`config.mk`:
```
export PLATFORM = sky130hd
export DESIGN_NAME = priority_sorted_table_flat
export DESIGN_NICKNAME = d
export VERILOG_FILES = /design/src/rtl/pst_pkg.sv /design/src/rtl/pst_if.sv /design/src/rtl/priority_sorted_table.sv /design/src/rtl/pst_datapath.sv /design/src/rtl/pst_ctrl.sv /design/src/flat_wrapper.sv
export SDC_FILE = /design/constraint.sdc
export NUM_CORES = 2
export LEC_CHECK = 0
export ABC_AREA = 1
export BUFFER_PORTS_ARGS = -buffer_cell sky130_fd_sc_hd__clkbuf_2
export CORE_MARGIN = 5
export CORE_UTILIZATION = 50
export DETAILED_ROUTE_END_ITERATION = 10
export PLACE_DENSITY = 0.65
export SLEW_MARGIN = 30
export SYNTH_ARGS = -nofsm -noshare
export SYNTH_HDL_FRONTEND = slang
export SYNTH_HIERARCHICAL = 1
export SYNTH_SLANG_ARGS = --single-unit
```
`constraint.sdc`:
```
create_clock -name clk_i -period 7.8 [get_ports clk_i]
set_input_delay 0.78 -clock clk_i [delete_from_list [all_inputs] [get_ports clk_i]]
set_output_delay 0.78 -clock clk_i [all_outputs]
set_load 0.02 [all_outputs]
```
`src/rtl/pst_pkg.sv`:
```
// ----------------------------------------------------------------------------
// pst_pkg: shared types and constants for the priority sorted table
// field widths, command and status codes, controller to datapath structs
// ----------------------------------------------------------------------------
package pst_pkg;

  localparam int unsigned CAPACITY_DEF = 64;

  localparam int unsigned KIND_W = 2;
  localparam int unsigned ID_W   = 16;
  localparam int unsigned PRIO_W = 16;
  localparam int unsigned RPOS_W = 6;
  localparam int unsigned ST_W   = 3;
  localparam int unsigned CNT_W  = 7;
  localparam int unsigned POS_W  = 6;

  typedef enum logic [KIND_W-1:0] {
    KIND_INSERT = 2'd0,
    KIND_REMOVE = 2'd1,
    KIND_CLEAR  = 2'd2,
    KIND_READ   = 2'd3
  } kind_e;

  typedef enum logic [ST_W-1:0] {
    ST_OK        = 3'd0,
    ST_DUPLICATE = 3'd1,
    ST_NOT_FOUND = 3'd2,
    ST_FULL      = 3'd3,
    ST_EMPTY     = 3'd4
  } status_e;

  typedef struct packed {
    logic [ID_W-1:0]   id;
    logic [PRIO_W-1:0] prio;
  } entry_t;

  typedef enum logic [3:0] {
    OP_NONE,
    OP_CAPTURE,
    OP_CLEAR,
    OP_READ_ISSUE,
    OP_READ_TAKE,
    OP_SCAN,
    OP_DUP,
    OP_REM_START,
    OP_FAIL,
    OP_INS_START,
    OP_INS_SHIFT,
    OP_INS_PLACE,
    OP_REM_SHIFT,
    OP_REM_FINISH,
    OP_LOAD_RESULT
  } dp_op_e;

  typedef struct packed {
    dp_op_e  op;
    status_e code;
  } dp_cmd_t;

  typedef struct packed {
    kind_e kind;
    logic  hit;
    logic  more;
    logic  full;
    logic  ptr_zero;
    logic  behind;
    logic  rem_more;
    logic  rsp_free;
  } dp_stat_t;

endpackage

```
`src/rtl/pst_if.sv`:
```
// ----------------------------------------------------------------------------
// pst channel interfaces
// command, result and configuration channels, valid/ready each
// ----------------------------------------------------------------------------
interface pst_cmd_if;
  logic                              valid;
  logic                              ready;
  logic        [pst_pkg::KIND_W-1:0] kind;
  logic        [pst_pkg::ID_W-1:0]   entry_id;
  logic signed [pst_pkg::PRIO_W-1:0] entry_priority;
  logic        [pst_pkg::RPOS_W-1:0] read_position;

  modport source (output valid, kind, entry_id, entry_priority, read_position,
                  input ready);
  modport sink (input valid, kind, entry_id, entry_priority, read_position,
                output ready);
endinterface

interface pst_rsp_if;
  logic                              valid;
  logic                              ready;
  logic        [pst_pkg::ST_W-1:0]   status;
  logic        [pst_pkg::CNT_W-1:0]  entry_count;
  logic        [pst_pkg::ID_W-1:0]   out_id;
  logic signed [pst_pkg::PRIO_W-1:0] out_priority;
  logic        [pst_pkg::POS_W-1:0]  final_position;

  modport source (output valid, status, entry_count, out_id, out_priority,
                  final_position, input ready);
  modport sink (input valid, status, entry_count, out_id, out_priority,
                final_position, output ready);
endinterface

interface pst_cfg_if;
  logic valid;
  logic ready;
  logic ascending_order;

  modport source (output valid, ascending_order, input ready);
  modport sink (input valid, ascending_order, output ready);
endinterface

```
`src/rtl/priority_sorted_table.sv`:
```
// ----------------------------------------------------------------------------
// priority_sorted_table: ordered table of identifier / signed priority pairs
// ----------------------------------------------------------------------------
// usage:
//   cmd_i  carries one command item: insert, remove by id, clear or read at
//          a position; exactly one result item per command leaves on rsp_o
//   cfg_i  writes the ascending_order bit; it is always ready and is meant to
//          be written only while no command is in flight
// ordering: descending priority unless ascending_order is set; ties keep
//   arrival order; a register change affects only later inserts
// walk (n = entries held): clear and read walk no entries; remove and
//   insert search up to n entries, then the shift walks up to n more
// throughput: one command at a time; the single read port of the entry
//   memory is walked one entry per cycle, and a new command is accepted
//   only once the last one has loaded its result
// a finished result sits in an output register; the next command is
//   accepted while it waits, and the block stalls only before loading the
//   following result when the receiver still has not taken it
// reset: the table empties and the order goes to descending; no clearing
//   pass is needed: entries at or above the count are ignored when read
// ----------------------------------------------------------------------------
module priority_sorted_table #(
  parameter int unsigned CAPACITY = pst_pkg::CAPACITY_DEF
) (
  input  logic      clk_i,
  input  logic      rst_ni,
  pst_cmd_if.sink   cmd_i,
  pst_rsp_if.source rsp_o,
  pst_cfg_if.sink   cfg_i
);

  // controller to datapath command and status
  pst_pkg::dp_cmd_t  dp_cmd;
  pst_pkg::dp_stat_t dp_stat;

  // the config register is a single flop, so writes never stall
  assign cfg_i.ready = 1'b1;

  pst_ctrl u_ctrl (
    .clk_i       (clk_i),
    .rst_ni      (rst_ni),
    .cmd_valid_i (cmd_i.valid),
    .cmd_ready_o (cmd_i.ready),
    .stat_i      (dp_stat),
    .cmd_o       (dp_cmd)
  );

  // datapath holds the entry memory, counters and the result register
  pst_datapath #(
    .CAPACITY (CAPACITY)
  ) u_datapath (
    .clk_i            (clk_i),
    .rst_ni           (rst_ni),
    .cmd_i            (dp_cmd),
    .stat_o           (dp_stat),
    .kind_i           (cmd_i.kind),
    .entry_id_i       (cmd_i.entry_id),
    .entry_priority_i (cmd_i.entry_priority),
    .read_position_i  (cmd_i.read_position),
    .cfg_valid_i      (cfg_i.valid),
    .cfg_ascending_i  (cfg_i.ascending_order),
    .rsp_ready_i      (rsp_o.ready),
    .rsp_valid_o      (rsp_o.valid),
    .rsp_status_o     (rsp_o.status),
    .rsp_count_o      (rsp_o.entry_count),
    .rsp_id_o         (rsp_o.out_id),
    .rsp_prio_o       (rsp_o.out_priority),
    .rsp_pos_o        (rsp_o.final_position)
  );

endmodule

```
`src/rtl/pst_datapath.sv`:
```
// ----------------------------------------------------------------------------
// pst_datapath: entry memory, pointer, occupancy and result registers
// executes one controller command per cycle
// ----------------------------------------------------------------------------
module pst_datapath #(
  parameter int unsigned CAPACITY = pst_pkg::CAPACITY_DEF
) (
  input  logic                              clk_i,
  input  logic                              rst_ni,
  input  pst_pkg::dp_cmd_t                  cmd_i,
  output pst_pkg::dp_stat_t                 stat_o,
  input  logic        [pst_pkg::KIND_W-1:0] kind_i,
  input  logic        [pst_pkg::ID_W-1:0]   entry_id_i,
  input  logic signed [pst_pkg::PRIO_W-1:0] entry_priority_i,
  input  logic        [pst_pkg::RPOS_W-1:0] read_position_i,
  input  logic                              cfg_valid_i,
  input  logic                              cfg_ascending_i,
  input  logic                              rsp_ready_i,
  output logic                              rsp_valid_o,
  output logic        [pst_pkg::ST_W-1:0]   rsp_status_o,
  output logic        [pst_pkg::CNT_W-1:0]  rsp_count_o,
  output logic        [pst_pkg::ID_W-1:0]   rsp_id_o,
  output logic signed [pst_pkg::PRIO_W-1:0] rsp_prio_o,
  output logic        [pst_pkg::POS_W-1:0]  rsp_pos_o
);

  localparam int unsigned AW = (CAPACITY > 1) ? $clog2(CAPACITY) : 1;
  localparam int unsigned CW = $clog2(CAPACITY + 1);
  localparam logic [CW-1:0] ONE = CW'(1);
  localparam logic [CW-1:0] TWO = CW'(2);
  localparam logic [CW-1:0] CAP = CW'(CAPACITY);

  pst_pkg::entry_t mem [CAPACITY];
  pst_pkg::entry_t rd_q;
  logic [AW-1:0]   rd_addr;
  logic            wr_en;
  logic [AW-1:0]   wr_addr;
  pst_pkg::entry_t wr_data;

  // item registers
  pst_pkg::kind_e                   kind_q;
  logic [pst_pkg::ID_W-1:0]         id_q;
  logic [pst_pkg::PRIO_W-1:0]       prio_q;
  logic [pst_pkg::RPOS_W-1:0]       rpos_q;

  // control registers
  logic [CW-1:0] ptr_q, ptr_d;
  logic [CW-1:0] occ_q, occ_d;
  logic          scan_v_q;
  logic          asc_q;
  logic          rsp_valid_q;

  // work result
  pst_pkg::status_e           st_q, st_d;
  logic [AW-1:0]              pos_q, pos_d;
  logic [pst_pkg::ID_W-1:0]   oid_q, oid_d;
  logic [pst_pkg::PRIO_W-1:0] oprio_q, oprio_d;

  // delivered result
  logic [pst_pkg::ST_W-1:0]   rsp_st_q;
  logic [pst_pkg::CNT_W-1:0]  rsp_cnt_q;
  logic [pst_pkg::ID_W-1:0]   rsp_id_q;
  logic [pst_pkg::PRIO_W-1:0] rsp_prio_q;
  logic [pst_pkg::POS_W-1:0]  rsp_pos_q;

  logic [CW-1:0]     ptr_m1, ptr_p1, ptr_m2, ptr_p2, occ_m1;
  logic signed [pst_pkg::PRIO_W-1:0] held_prio, fresh_prio;
  logic              behind;
  logic              rpos_ok;

  assign ptr_m1 = ptr_q - ONE;
  assign ptr_p1 = ptr_q + ONE;
  assign ptr_m2 = ptr_q - TWO;
  assign ptr_p2 = ptr_q + TWO;
  assign occ_m1 = occ_q - ONE;

  assign held_prio  = $signed(rd_q.prio);
  assign fresh_prio = $signed(prio_q);
  assign behind     = asc_q ? (held_prio > fresh_prio) : (held_prio < fresh_prio);
  assign rpos_ok    = 32'(rpos_q) < 32'(occ_q);

  assign stat_o.kind     = kind_q;
  assign stat_o.hit      = scan_v_q && (rd_q.id == id_q);
  assign stat_o.more     = ptr_q < occ_q;
  assign stat_o.full     = occ_q >= CAP;
  assign stat_o.ptr_zero = ptr_q == '0;
  assign stat_o.behind   = behind;
  assign stat_o.rem_more = ptr_p1 < occ_q;
  assign stat_o.rsp_free = !rsp_valid_q || rsp_ready_i;

  // memory port steering
  always_comb begin
    rd_addr = ptr_q[AW-1:0];
    wr_en   = 1'b0;
    wr_addr = ptr_q[AW-1:0];
    wr_data = rd_q;
    unique case (cmd_i.op)
      pst_pkg::OP_READ_ISSUE: rd_addr = AW'(rpos_q);
      pst_pkg::OP_INS_START:  rd_addr = occ_m1[AW-1:0];
      pst_pkg::OP_INS_SHIFT: begin
        rd_addr = ptr_m2[AW-1:0];
        wr_en   = 1'b1;
      end
      pst_pkg::OP_INS_PLACE: begin
        wr_en   = 1'b1;
        wr_data = '{id: id_q, prio: prio_q};
      end
      pst_pkg::OP_REM_SHIFT: begin
        rd_addr = ptr_p2[AW-1:0];
        wr_en   = 1'b1;
      end
      default: ;
    endcase
  end

  always_ff @(posedge clk_i) begin
    if (wr_en) begin
      mem[wr_addr] <= wr_data;
    end
    rd_q <= mem[rd_addr];
  end

  // next values of pointer, occupancy and work result
  always_comb begin
    ptr_d   = ptr_q;
    occ_d   = occ_q;
    st_d    = st_q;
    pos_d   = pos_q;
    oid_d   = oid_q;
    oprio_d = oprio_q;
    unique case (cmd_i.op)
      pst_pkg::OP_CAPTURE: begin
        ptr_d   = '0;
        st_d    = pst_pkg::ST_OK;
        pos_d   = '0;
        oid_d   = '0;
        oprio_d = '0;
      end
      pst_pkg::OP_CLEAR: occ_d = '0;
      pst_pkg::OP_READ_TAKE: begin
        if (rpos_ok) begin
          oid_d   = rd_q.id;
          oprio_d = rd_q.prio;
        end else begin
          st_d = pst_pkg::ST_EMPTY;
        end
      end
      pst_pkg::OP_SCAN: ptr_d = ptr_p1;
      pst_pkg::OP_DUP: begin
        st_d  = pst_pkg::ST_DUPLICATE;
        pos_d = ptr_m1[AW-1:0];
      end
      pst_pkg::OP_REM_START: begin
        ptr_d = ptr_m1;
        pos_d = ptr_m1[AW-1:0];
      end
      pst_pkg::OP_FAIL: begin
        st_d  = cmd_i.code;
        pos_d = '0;
      end
      pst_pkg::OP_INS_START: ptr_d = occ_q;
      pst_pkg::OP_INS_SHIFT: ptr_d = ptr_m1;
      pst_pkg::OP_INS_PLACE: begin
        occ_d = occ_q + ONE;
        pos_d = ptr_q[AW-1:0];
      end
      pst_pkg::OP_REM_SHIFT:  ptr_d = ptr_p1;
      pst_pkg::OP_REM_FINISH: occ_d = occ_m1;
      default: ;
    endcase
  end

  always_ff @(posedge clk_i or negedge rst_ni) begin
    if (!rst_ni) begin
      ptr_q       <= '0;
      occ_q       <= '0;
      scan_v_q    <= 1'b0;
      asc_q       <= 1'b0;
      rsp_valid_q <= 1'b0;
    end else begin
      ptr_q    <= ptr_d;
      occ_q    <= occ_d;
      scan_v_q <= cmd_i.op == pst_pkg::OP_SCAN;
      if (cfg_valid_i) begin
        asc_q <= cfg_ascending_i;
      end
      if (cmd_i.op == pst_pkg::OP_LOAD_RESULT) begin
        rsp_valid_q <= 1'b1;
      end else if (rsp_ready_i) begin
        rsp_valid_q <= 1'b0;
      end
    end
  end

  always_ff @(posedge clk_i) begin
    if (cmd_i.op == pst_pkg::OP_CAPTURE) begin
      kind_q <= pst_pkg::kind_e'(kind_i);
      id_q   <= entry_id_i;
      prio_q <= entry_priority_i;
      rpos_q <= read_position_i;
    end
    st_q    <= st_d;
    pos_q   <= pos_d;
    oid_q   <= oid_d;
    oprio_q <= oprio_d;
    if (cmd_i.op == pst_pkg::OP_LOAD_RESULT) begin
      rsp_st_q   <= st_q;
      rsp_cnt_q  <= pst_pkg::CNT_W'(occ_q);
      rsp_id_q   <= oid_q;
      rsp_prio_q <= oprio_q;
      rsp_pos_q  <= pst_pkg::POS_W'(pos_q);
    end
  end

  assign rsp_valid_o  = rsp_valid_q;
  assign rsp_status_o = rsp_st_q;
  assign rsp_count_o  = rsp_cnt_q;
  assign rsp_id_o     = rsp_id_q;
  assign rsp_prio_o   = rsp_prio_q;
  assign rsp_pos_o    = rsp_pos_q;

`ifndef SYNTHESIS
  a_occ_bound: assert property (@(posedge clk_i) disable iff (!rst_ni)
    occ_q <= CAP)
    else $error("occupancy above capacity");

  a_place_not_full: assert property (@(posedge clk_i) disable iff (!rst_ni)
    (cmd_i.op == pst_pkg::OP_INS_PLACE) |-> (occ_q < CAP && ptr_q <= occ_q))
    else $error("insert placed into a full table or past the end");

  a_place_grows: assert property (@(posedge clk_i) disable iff (!rst_ni)
    (cmd_i.op == pst_pkg::OP_INS_PLACE) |=> (occ_q == $past(occ_q) + ONE))
    else $error("occupancy did not grow after insert");

  a_load_free: assert property (@(posedge clk_i) disable iff (!rst_ni)
    (cmd_i.op == pst_pkg::OP_LOAD_RESULT) |-> (!rsp_valid_q || rsp_ready_i))
    else $error("result loaded over an untaken result");

  a_remove_nonempty: assert property (@(posedge clk_i) disable iff (!rst_ni)
    (cmd_i.op == pst_pkg::OP_REM_FINISH) |-> (occ_q != '0))
    else $error("remove finished on an empty table");
`endif

endmodule

```
`src/rtl/pst_ctrl.sv`:
```
// ----------------------------------------------------------------------------
// pst_ctrl: command sequencer for the priority sorted table
// walks read, search, shift, remove and result phases, one command per cycle
// ----------------------------------------------------------------------------
module pst_ctrl (
  input  logic              clk_i,
  input  logic              rst_ni,
  input  logic              cmd_valid_i,
  output logic              cmd_ready_o,
  input  pst_pkg::dp_stat_t stat_i,
  output pst_pkg::dp_cmd_t  cmd_o
);

  localparam logic [2:0] S_IDLE     = 3'd0;
  localparam logic [2:0] S_DISPATCH = 3'd1;
  localparam logic [2:0] S_READ     = 3'd2;
  localparam logic [2:0] S_SEARCH   = 3'd3;
  localparam logic [2:0] S_SHIFT    = 3'd4;
  localparam logic [2:0] S_REMOVE   = 3'd5;
  localparam logic [2:0] S_RESULT   = 3'd6;

  logic [2:0] state_q, state_d;

  always_comb begin
    state_d     = state_q;
    cmd_ready_o = 1'b0;
    cmd_o.op    = pst_pkg::OP_NONE;
    cmd_o.code  = pst_pkg::ST_OK;
    unique case (state_q)
      S_IDLE: begin
        cmd_ready_o = 1'b1;
        if (cmd_valid_i) begin
          cmd_o.op = pst_pkg::OP_CAPTURE;
          state_d  = S_DISPATCH;
        end
      end
      S_DISPATCH: begin
        unique case (stat_i.kind)
          pst_pkg::KIND_INSERT, pst_pkg::KIND_REMOVE: state_d = S_SEARCH;
          pst_pkg::KIND_CLEAR: begin
            cmd_o.op = pst_pkg::OP_CLEAR;
            state_d  = S_RESULT;
          end
          default: begin
            cmd_o.op = pst_pkg::OP_READ_ISSUE;
            state_d  = S_READ;
          end
        endcase
      end
      S_READ: begin
        cmd_o.op = pst_pkg::OP_READ_TAKE;
        state_d  = S_RESULT;
      end
      S_SEARCH: begin
        priority if (stat_i.hit) begin
          if (stat_i.kind == pst_pkg::KIND_INSERT) begin
            cmd_o.op = pst_pkg::OP_DUP;
            state_d  = S_RESULT;
          end else begin
            cmd_o.op = pst_pkg::OP_REM_START;
            state_d  = S_REMOVE;
          end
        end else if (stat_i.more) begin
          cmd_o.op = pst_pkg::OP_SCAN;
        end else if (stat_i.kind == pst_pkg::KIND_INSERT) begin
          if (stat_i.full) begin
            cmd_o.op   = pst_pkg::OP_FAIL;
            cmd_o.code = pst_pkg::ST_FULL;
            state_d    = S_RESULT;
          end else begin
            cmd_o.op = pst_pkg::OP_INS_START;
            state_d  = S_SHIFT;
          end
        end else begin
          cmd_o.op   = pst_pkg::OP_FAIL;
          cmd_o.code = pst_pkg::ST_NOT_FOUND;
          state_d    = S_RESULT;
        end
      end
      S_SHIFT: begin
        if (stat_i.ptr_zero || !stat_i.behind) begin
          cmd_o.op = pst_pkg::OP_INS_PLACE;
          state_d  = S_RESULT;
        end else begin
          cmd_o.op = pst_pkg::OP_INS_SHIFT;
        end
      end
      S_REMOVE: begin
        if (stat_i.rem_more) begin
          cmd_o.op = pst_pkg::OP_REM_SHIFT;
        end else begin
          cmd_o.op = pst_pkg::OP_REM_FINISH;
          state_d  = S_RESULT;
        end
      end
      S_RESULT: begin
        if (stat_i.rsp_free) begin
          cmd_o.op = pst_pkg::OP_LOAD_RESULT;
          state_d  = S_IDLE;
        end
      end
      default: state_d = S_IDLE;
    endcase
  end

  always_ff @(posedge clk_i or negedge rst_ni) begin
    if (!rst_ni) begin
      state_q <= S_IDLE;
    end else begin
      state_q <= state_d;
    end
  end

endmodule

```
`src/flat_wrapper.sv`:
```
// flat-port wrapper written by rule: the top's interface ports become plain ports
module priority_sorted_table_flat 
#(
  parameter int unsigned CAPACITY = pst_pkg::CAPACITY_DEF
)
  (clk_i, rst_ni, cmd_i_valid, cmd_i_kind, cmd_i_entry_id, cmd_i_entry_priority, cmd_i_read_position, cmd_i_ready, rsp_o_valid, rsp_o_status, rsp_o_entry_count, rsp_o_out_id, rsp_o_out_priority, rsp_o_final_position, rsp_o_ready, cfg_i_valid, cfg_i_ascending_order, cfg_i_ready);
  pst_cmd_if cmd_i_i ();
  pst_rsp_if rsp_o_i ();
  pst_cfg_if cfg_i_i ();
  input  logic clk_i;
  input  logic rst_ni;
  input wire logic [$bits(cmd_i_i.valid)-1:0] cmd_i_valid;
  input wire logic [$bits(cmd_i_i.kind)-1:0] cmd_i_kind;
  input wire logic [$bits(cmd_i_i.entry_id)-1:0] cmd_i_entry_id;
  input wire logic [$bits(cmd_i_i.entry_priority)-1:0] cmd_i_entry_priority;
  input wire logic [$bits(cmd_i_i.read_position)-1:0] cmd_i_read_position;
  output wire logic [$bits(cmd_i_i.ready)-1:0] cmd_i_ready;
  output wire logic [$bits(rsp_o_i.valid)-1:0] rsp_o_valid;
  output wire logic [$bits(rsp_o_i.status)-1:0] rsp_o_status;
  output wire logic [$bits(rsp_o_i.entry_count)-1:0] rsp_o_entry_count;
  output wire logic [$bits(rsp_o_i.out_id)-1:0] rsp_o_out_id;
  output wire logic [$bits(rsp_o_i.out_priority)-1:0] rsp_o_out_priority;
  output wire logic [$bits(rsp_o_i.final_position)-1:0] rsp_o_final_position;
  input wire logic [$bits(rsp_o_i.ready)-1:0] rsp_o_ready;
  input wire logic [$bits(cfg_i_i.valid)-1:0] cfg_i_valid;
  input wire logic [$bits(cfg_i_i.ascending_order)-1:0] cfg_i_ascending_order;
  output wire logic [$bits(cfg_i_i.ready)-1:0] cfg_i_ready;
  assign cmd_i_i.valid = cmd_i_valid;
  assign cmd_i_i.kind = cmd_i_kind;
  assign cmd_i_i.entry_id = cmd_i_entry_id;
  assign cmd_i_i.entry_priority = cmd_i_entry_priority;
  assign cmd_i_i.read_position = cmd_i_read_position;
  assign cmd_i_ready = cmd_i_i.ready;
  assign rsp_o_valid = rsp_o_i.valid;
  assign rsp_o_status = rsp_o_i.status;
  assign rsp_o_entry_count = rsp_o_i.entry_count;
  assign rsp_o_out_id = rsp_o_i.out_id;
  assign rsp_o_out_priority = rsp_o_i.out_priority;
  assign rsp_o_final_position = rsp_o_i.final_position;
  assign rsp_o_i.ready = rsp_o_ready;
  assign cfg_i_i.valid = cfg_i_valid;
  assign cfg_i_i.ascending_order = cfg_i_ascending_order;
  assign cfg_i_ready = cfg_i_i.ready;
  priority_sorted_table #(.CAPACITY(CAPACITY)) u_core (.clk_i(clk_i), .rst_ni(rst_ni), .cmd_i(cmd_i_i), .rsp_o(rsp_o_i), .cfg_i(cfg_i_i));
endmodule
```
# Word level (Yosys, flattened, before mapping)

Memory sizes are Yosys's and may differ from the RTL's. A register that Yosys moved wholly into a read port is not among the register bits.
Index checks and enable logic that the tools add are counted.

Register bits after elaboration: 149
RAM bits: 2,048
Input port bits: 46
Output and inout port bits: 51
Word-level logic and storage cells: 129
Memories kept: 1

Memories:

| name                  | depth | width | read ports | clocked after memory_dff | wr ports | line               | source |
|---|---|---|---|---|---|---|---|
| u_core.u_datapath.mem | 64    | 32    | 1          | 1                        | 1        | pst_datapath.sv:33 | `pst_pkg::entry_t mem [CAPACITY];` |

Add/subtract/negate cells: 6
Order comparisons: 6
Equality and inequality tests: 30
Muxes and demuxes: 44
Reductions and logical operators: 23

Operators by type and width:

| kind                                                                   | number |
|---|---|
| 16-bit one-hot mux with 2 select lines                                 | 2 |
| 16-bit two-way mux                                                     | 2 |
| 32-bit two-way mux                                                     | 1 |
| 3-bit two-way mux                                                      | 10 |
| 4-bit equality test (second input constant)                            | 7 |
| 4-bit one-hot mux with 7 select lines                                  | 1 |
| 7-bit one-hot mux with 4 select lines                                  | 1 |
| 6-bit one-hot mux with 4 select lines                                  | 1 |
| 3-bit one-hot mux with 7 select lines                                  | 1 |
| 7-bit one-hot mux with 3 select lines                                  | 1 |
| 6-bit one-hot mux with 3 select lines                                  | 1 |
| 16-bit equality test                                                   | 1 |
| 4-bit by 3-bit equality test with 1-bit output (second input constant) | 4 |
| 16-bit > comparator                                                    | 1 |
| 16-bit less-than comparator                                            | 1 |
| 7-bit by 1-bit adder with 7-bit output (second input constant)         | 2 |
| 7-bit less-than comparator                                             | 2 |
| 7-bit by 1-bit subtractor with 7-bit output (second input constant)    | 2 |
| 1-bit two-way mux                                                      | 12 |
| 4-bit two-way mux                                                      | 3 |
| 3-bit one-hot mux with 4 select lines                                  | 1 |
| 2-bit != test (second input constant)                                  | 5 |
| 2-bit OR reduction                                                     | 5 |
| 3-bit equality test (second input constant)                            | 3 |
| 28 further kinds                                                       | 39 |

# Logic depth before layout (Yosys ltp)

Depth in word-level cells: 11
Gate-level depth with buffers: 35
Gate-level depth less buffers: 30

# Modules after synthesis

The synthesis kept the hierarchy.

By module, submodules not included:

| module                | instances | cells an instance | area each (um2) | seq. area each (um2) |
|---|---|---|---|---|
| pst_datapath          | 1         | 8,551             | 93,925.1        | 66,438.7 |
| pst_ctrl              | 1         | 92                | 489.2           | 75.1 |
| priority_sorted_table | 1         | 2                 | 11.3            | 0.0 |

# Worst setup path after synthesis

Ideal clock, no wire load.

Path kind: reg-to-reg
Start: register u_core.u_datapath.ptr_q[0]
End: memory u_core/u_datapath/mem[0][0] (netlist name), data pin
Setup time: 702 ps
Arrival time: 5,470 ps
Data required time: 7,098 ps
Setup slack: 1,628 ps
Stages on the path, launching flop included: 20
Buffers on the path: 3
Period minus slack after synthesis: 6,172 ps
Cell sequence: dfrtp_1 > clkbuf_1 > inv_1 > nor2_1 > inv_1 > nor2_1 > inv_1 > a221oi_1 > ha_1 > o21ai_0 > nand2_1 > a21oi_1 > o21ai_0 > nor2_1 > nand3_1 > nand2_1 > nor2_1 > clkbuf_1 > clkbuf_1 > o21ai_0

RTL lines:

| item                     | line                | source |
|---|---|---|
| start: declaration       | pst_datapath.sv:47  | `logic [CW-1:0] ptr_q, ptr_d;` |
| start signal: assignment | pst_datapath.sv:181 | `ptr_q <= ptr_d;` |
| end: declaration         | pst_datapath.sv:33  |  |

==> results by group <==
Synth
  • Post-Syn Instances: 8,645
  • Synth top area share: 69.2%
  • Post-synthesis sequential area ratio: 70.4%
  • Syn avg cell area: 10.9 um2
  • YS warnings: 6
  • Netlist cell types: 44
  • Area leader, netlist: edfxtp_1
  • Primary FF master, synth: edfxtp_1
  • Ranking of synthesized cells by area: edfxtp_1 69%, nand2_1 13%, nand3_1 11%
  • Async SR Flop Fraction: 0.897%
  • Mapped cell area: 94,400 um2
  • Number of synthesized flops with an enable pin: 2,177
  • Syn Nets: 8,733
  • Synthesized flop and latch total: 2,229

Global routing
  • Maximum number of pins on one net before global-route repair: 191
  • Vias in the first global route: 63,100
  • Aggregate global routing overflow: 0
  • Initial antenna violation count: 11
  • First-pass GRT wire length: 426,000 um
  • All-Layer GR Usage: 28.9%

Die
  • Die height: 445 um
  • Die area: 198,000 um2
  • Std-Cell Rows: 159
  • DIE WIDTH: 445 um
  • IO Count: 97
  • Initial core utilization: 50.3%
  • Core ar.: 188,000 um2

STA
  • Max Slew Vio Count: 0
  • Worst-margin pin slew: 1.12 ns
  • Tmin final: 7.41 ns
  • Final setup viols: 0
  • Fin crit share: 94.9%
  • WHS: 0.0698 ns
  • Fmax: 0.135 GHz
  • RSZ-0062 raised after global routing: no
  • Count of final hold-check violations: 0
  • Fin Setup TNS: 0 ns
  • Worst slew margin: 24.9%
  • Fin Clk Skew: 0.0381 ns

Worst setup path
  • Crit. End Element: flip-flop
  • Worst path max stage delay: 0.66 ns
  • Most common cell on crit path: nand2_1
  • Critical path's slowest cell: dfrtp_1
  • CP max FO: 105
  • Worst EP required: 8.60 ns
  • Critical path startpoint category: flip-flop
  • Worst EP arrival: 8.20 ns
  • Setup Crit Path Kind: flip-flop to flip-flop

Clock tree
  • CTS sink count: 2,229
  • Gates resized, CTS repair: 0
  • Post-CTS Setup Bufs: 0
  • CTS Hold Bufs: 1
  • CTS tree: done
  • CTS H-tree lvls: 4
  • Worst skew pair latency: 0.90 ns
  • Clock Tree Root: clkbuf_16
  • Clock-pin slew on the worst setup and hold paths: 0.07 ns
  • TritonCTS Buffers: 224
  • Buffers from clock root to sink, at most: 3

Drt
  • Drt first pass iters: 6
  • Total Wirelength: 291,000 um
  • Via count of the routed design: 67,000
  • DR iter-0 viols: 9,674
  • Avg Vias per Cell: 5.92
  • Routed Antenna Nets: 0
  • Routed length per instance: 25.7 um
  • Drc violations: 0

Outcome
  • Outcome: finished clean

Placement
  • Final HPWL DP: 167,000 um
  • RePlAce Congestion: 0.931
  • Post-Place Cells: 10,900
  • Count of input and output buffers: 95
  • DP Area: 98,600 um2

Finish
  • Fin nets: 8,720
  • Design area: 106,000 um2
  • Layout filler cell count: 15,500
  • Layout cells sized above 1: 8.56%
  • Layout Cells excl Fill: 11,300
  • Area grow syn2layout: 12.3%

Flow run
  • Max-Cap Viols: 0

Worst hold path
  • Min-Delay Path Class: input port to flip-flop
sequential cells by signal, indices dropped and copies added, names as in the netlist, 6 cells and up:
| register | cells |
|---|---|
| u_core/u_datapath/oprio_q | 16 |
| u_core/u_datapath/rpos_q | 6 |
| u_core/u_datapath/pos_q | 6 |
| u_core/u_datapath/rsp_pos_o | 6 |
| u_core/u_datapath/fresh_prio | 16 |
| u_core/u_datapath/rsp_count_o | 7 |
| u_core/u_datapath/oid_q | 16 |
| u_core/u_datapath/mem | 2048 |
| u_core/u_datapath/rsp_prio_o | 16 |
| u_core/u_datapath/rsp_id_o | 16 |
| u_core/u_datapath/id_q | 16 |
| u_core/u_datapath/ptr_q | 7 |
| u_core/u_datapath/held_prio | 16 |
| u_core/u_datapath/occ_q | 7 |
| u_core/u_datapath/rd_q | 16 |
cells in the final DEF (no fill, tap or decap), types with 49 or more instances in the layout:
master / count
clkbuf_1: 49
clkinv_1: 68
buf_4: 177
nor2_1: 95
buf_12: 51
edfxtp_1: 2177
clkbuf_16: 226
nand3_1: 2026
nand2_1: 3297
inv_1: 142
clkbuf_2: 95
synthesized netlist by cell type (5+ instances only):
library cell,n
o22ai_1,8
dfrtp_1,20
buf_4,9
o211ai_1,8
o21ai_0,59
nor2_2,8
buf_2,338
nand4_1,6
inv_1,151
clkbuf_1,187
nand3_1,2027
xor2_1,14
nand2_1,3297
inv_2,10
buf_1,39
nor2_1,132
a21oi_1,28
dfxtp_1,32
ha_1,41
xnor2_1,5
edfxtp_1,2177
per-layer routing:
metal	up-vias	global-route usage, %	part of all wire (%)
met5	-	0	0.0089
met2	4049	43.8	45
met1	32500	40.9	39
li1	30000	-	-
met4	2	13.3	5.0
met3	553	5.60	11
final cells by class:
| type | instances | area (um2) | area share [%] |
|---|---|---|---|
| antenna | 4 | 10.0 | 0.00944 |
| clock inverter | 137 | 1300 | 1.23 |
| inverter | 166 | 648 | 0.611 |
| sequential | 2229 | 66500 | 62.7 |
| multi-input combinational | 5673 | 25300 | 23.9 |
| clock buffer | 282 | 5940 | 5.60 |
| tap | 2495 | 3120 | 2.94 |
| timing repair buffer | 338 | 3200 | 3.01 |
metrics by stage:
step | util, % | worst slack, ns
5_1_grt | 56.5 | 0.0134
3_3_place_gp | 52.4 | 0.727
6_report | 56.5 | 0.394
3_5_place_dp | 52.5 | 0.674
4_1_cts | 56.4 | 0.622
2_1_floorplan | - | 1.63
critical path: cells and delay by family (launching register included):
kind / cells / cell delay, ns
AOI/OAI and AO/OA: 4 / 0.94
adders and majority gates: 1 / 0.34
buffers and inverters: 7 / 1.51
DFF: 1 / 0.66
and+or+nand+nor: 17 / 3.74
cell families after synthesis:
group | after synthesis | share of synthesized area [%]
simple gates | 5489 | 24.6
flops | 2229 | 70.4
buf+inv | 743 | 3.47
compound gates | 121 | 0.730
fa+ha+maj | 42 | 0.564
xor+xnor | 19 | 0.176
other cells | 2 | 0.00795
worst paths after layout:
path,cells past startpoint,slack [ns],start,endpoint
hold reg to reg,0,0.42,u_core/u_datapath/oid_q[2]$_SDFFCE_PN0P_,u_core/u_datapath/rsp_id_o[2]$_DFFE_PP_
max in group asynchronous,2,6.93,rst_ni,u_core/u_datapath/asc_q$_DFFE_PN0P_
hold / removal,1,0.07,cmd_i_entry_id[7],u_core/u_datapath/id_q[7]$_DFFE_PP_
setup reg to reg,29,0.39,u_core/u_datapath/ptr_q[0]$_DFFE_PN0P_,u_core/u_datapath/rd_q[20]$_DFF_P_
setup / recovery,29,0.39,u_core/u_datapath/ptr_q[0]$_DFFE_PN0P_,u_core/u_datapath/rd_q[20]$_DFF_P_
min in group asynchronous,2,0.45,rst_ni,u_core/u_datapath/ptr_q[2]$_DFFE_PN0P_
Power is left out: the tool's default activity adds up to more than one toggle a clock period on the data nets, which glitch-free logic cannot reach.
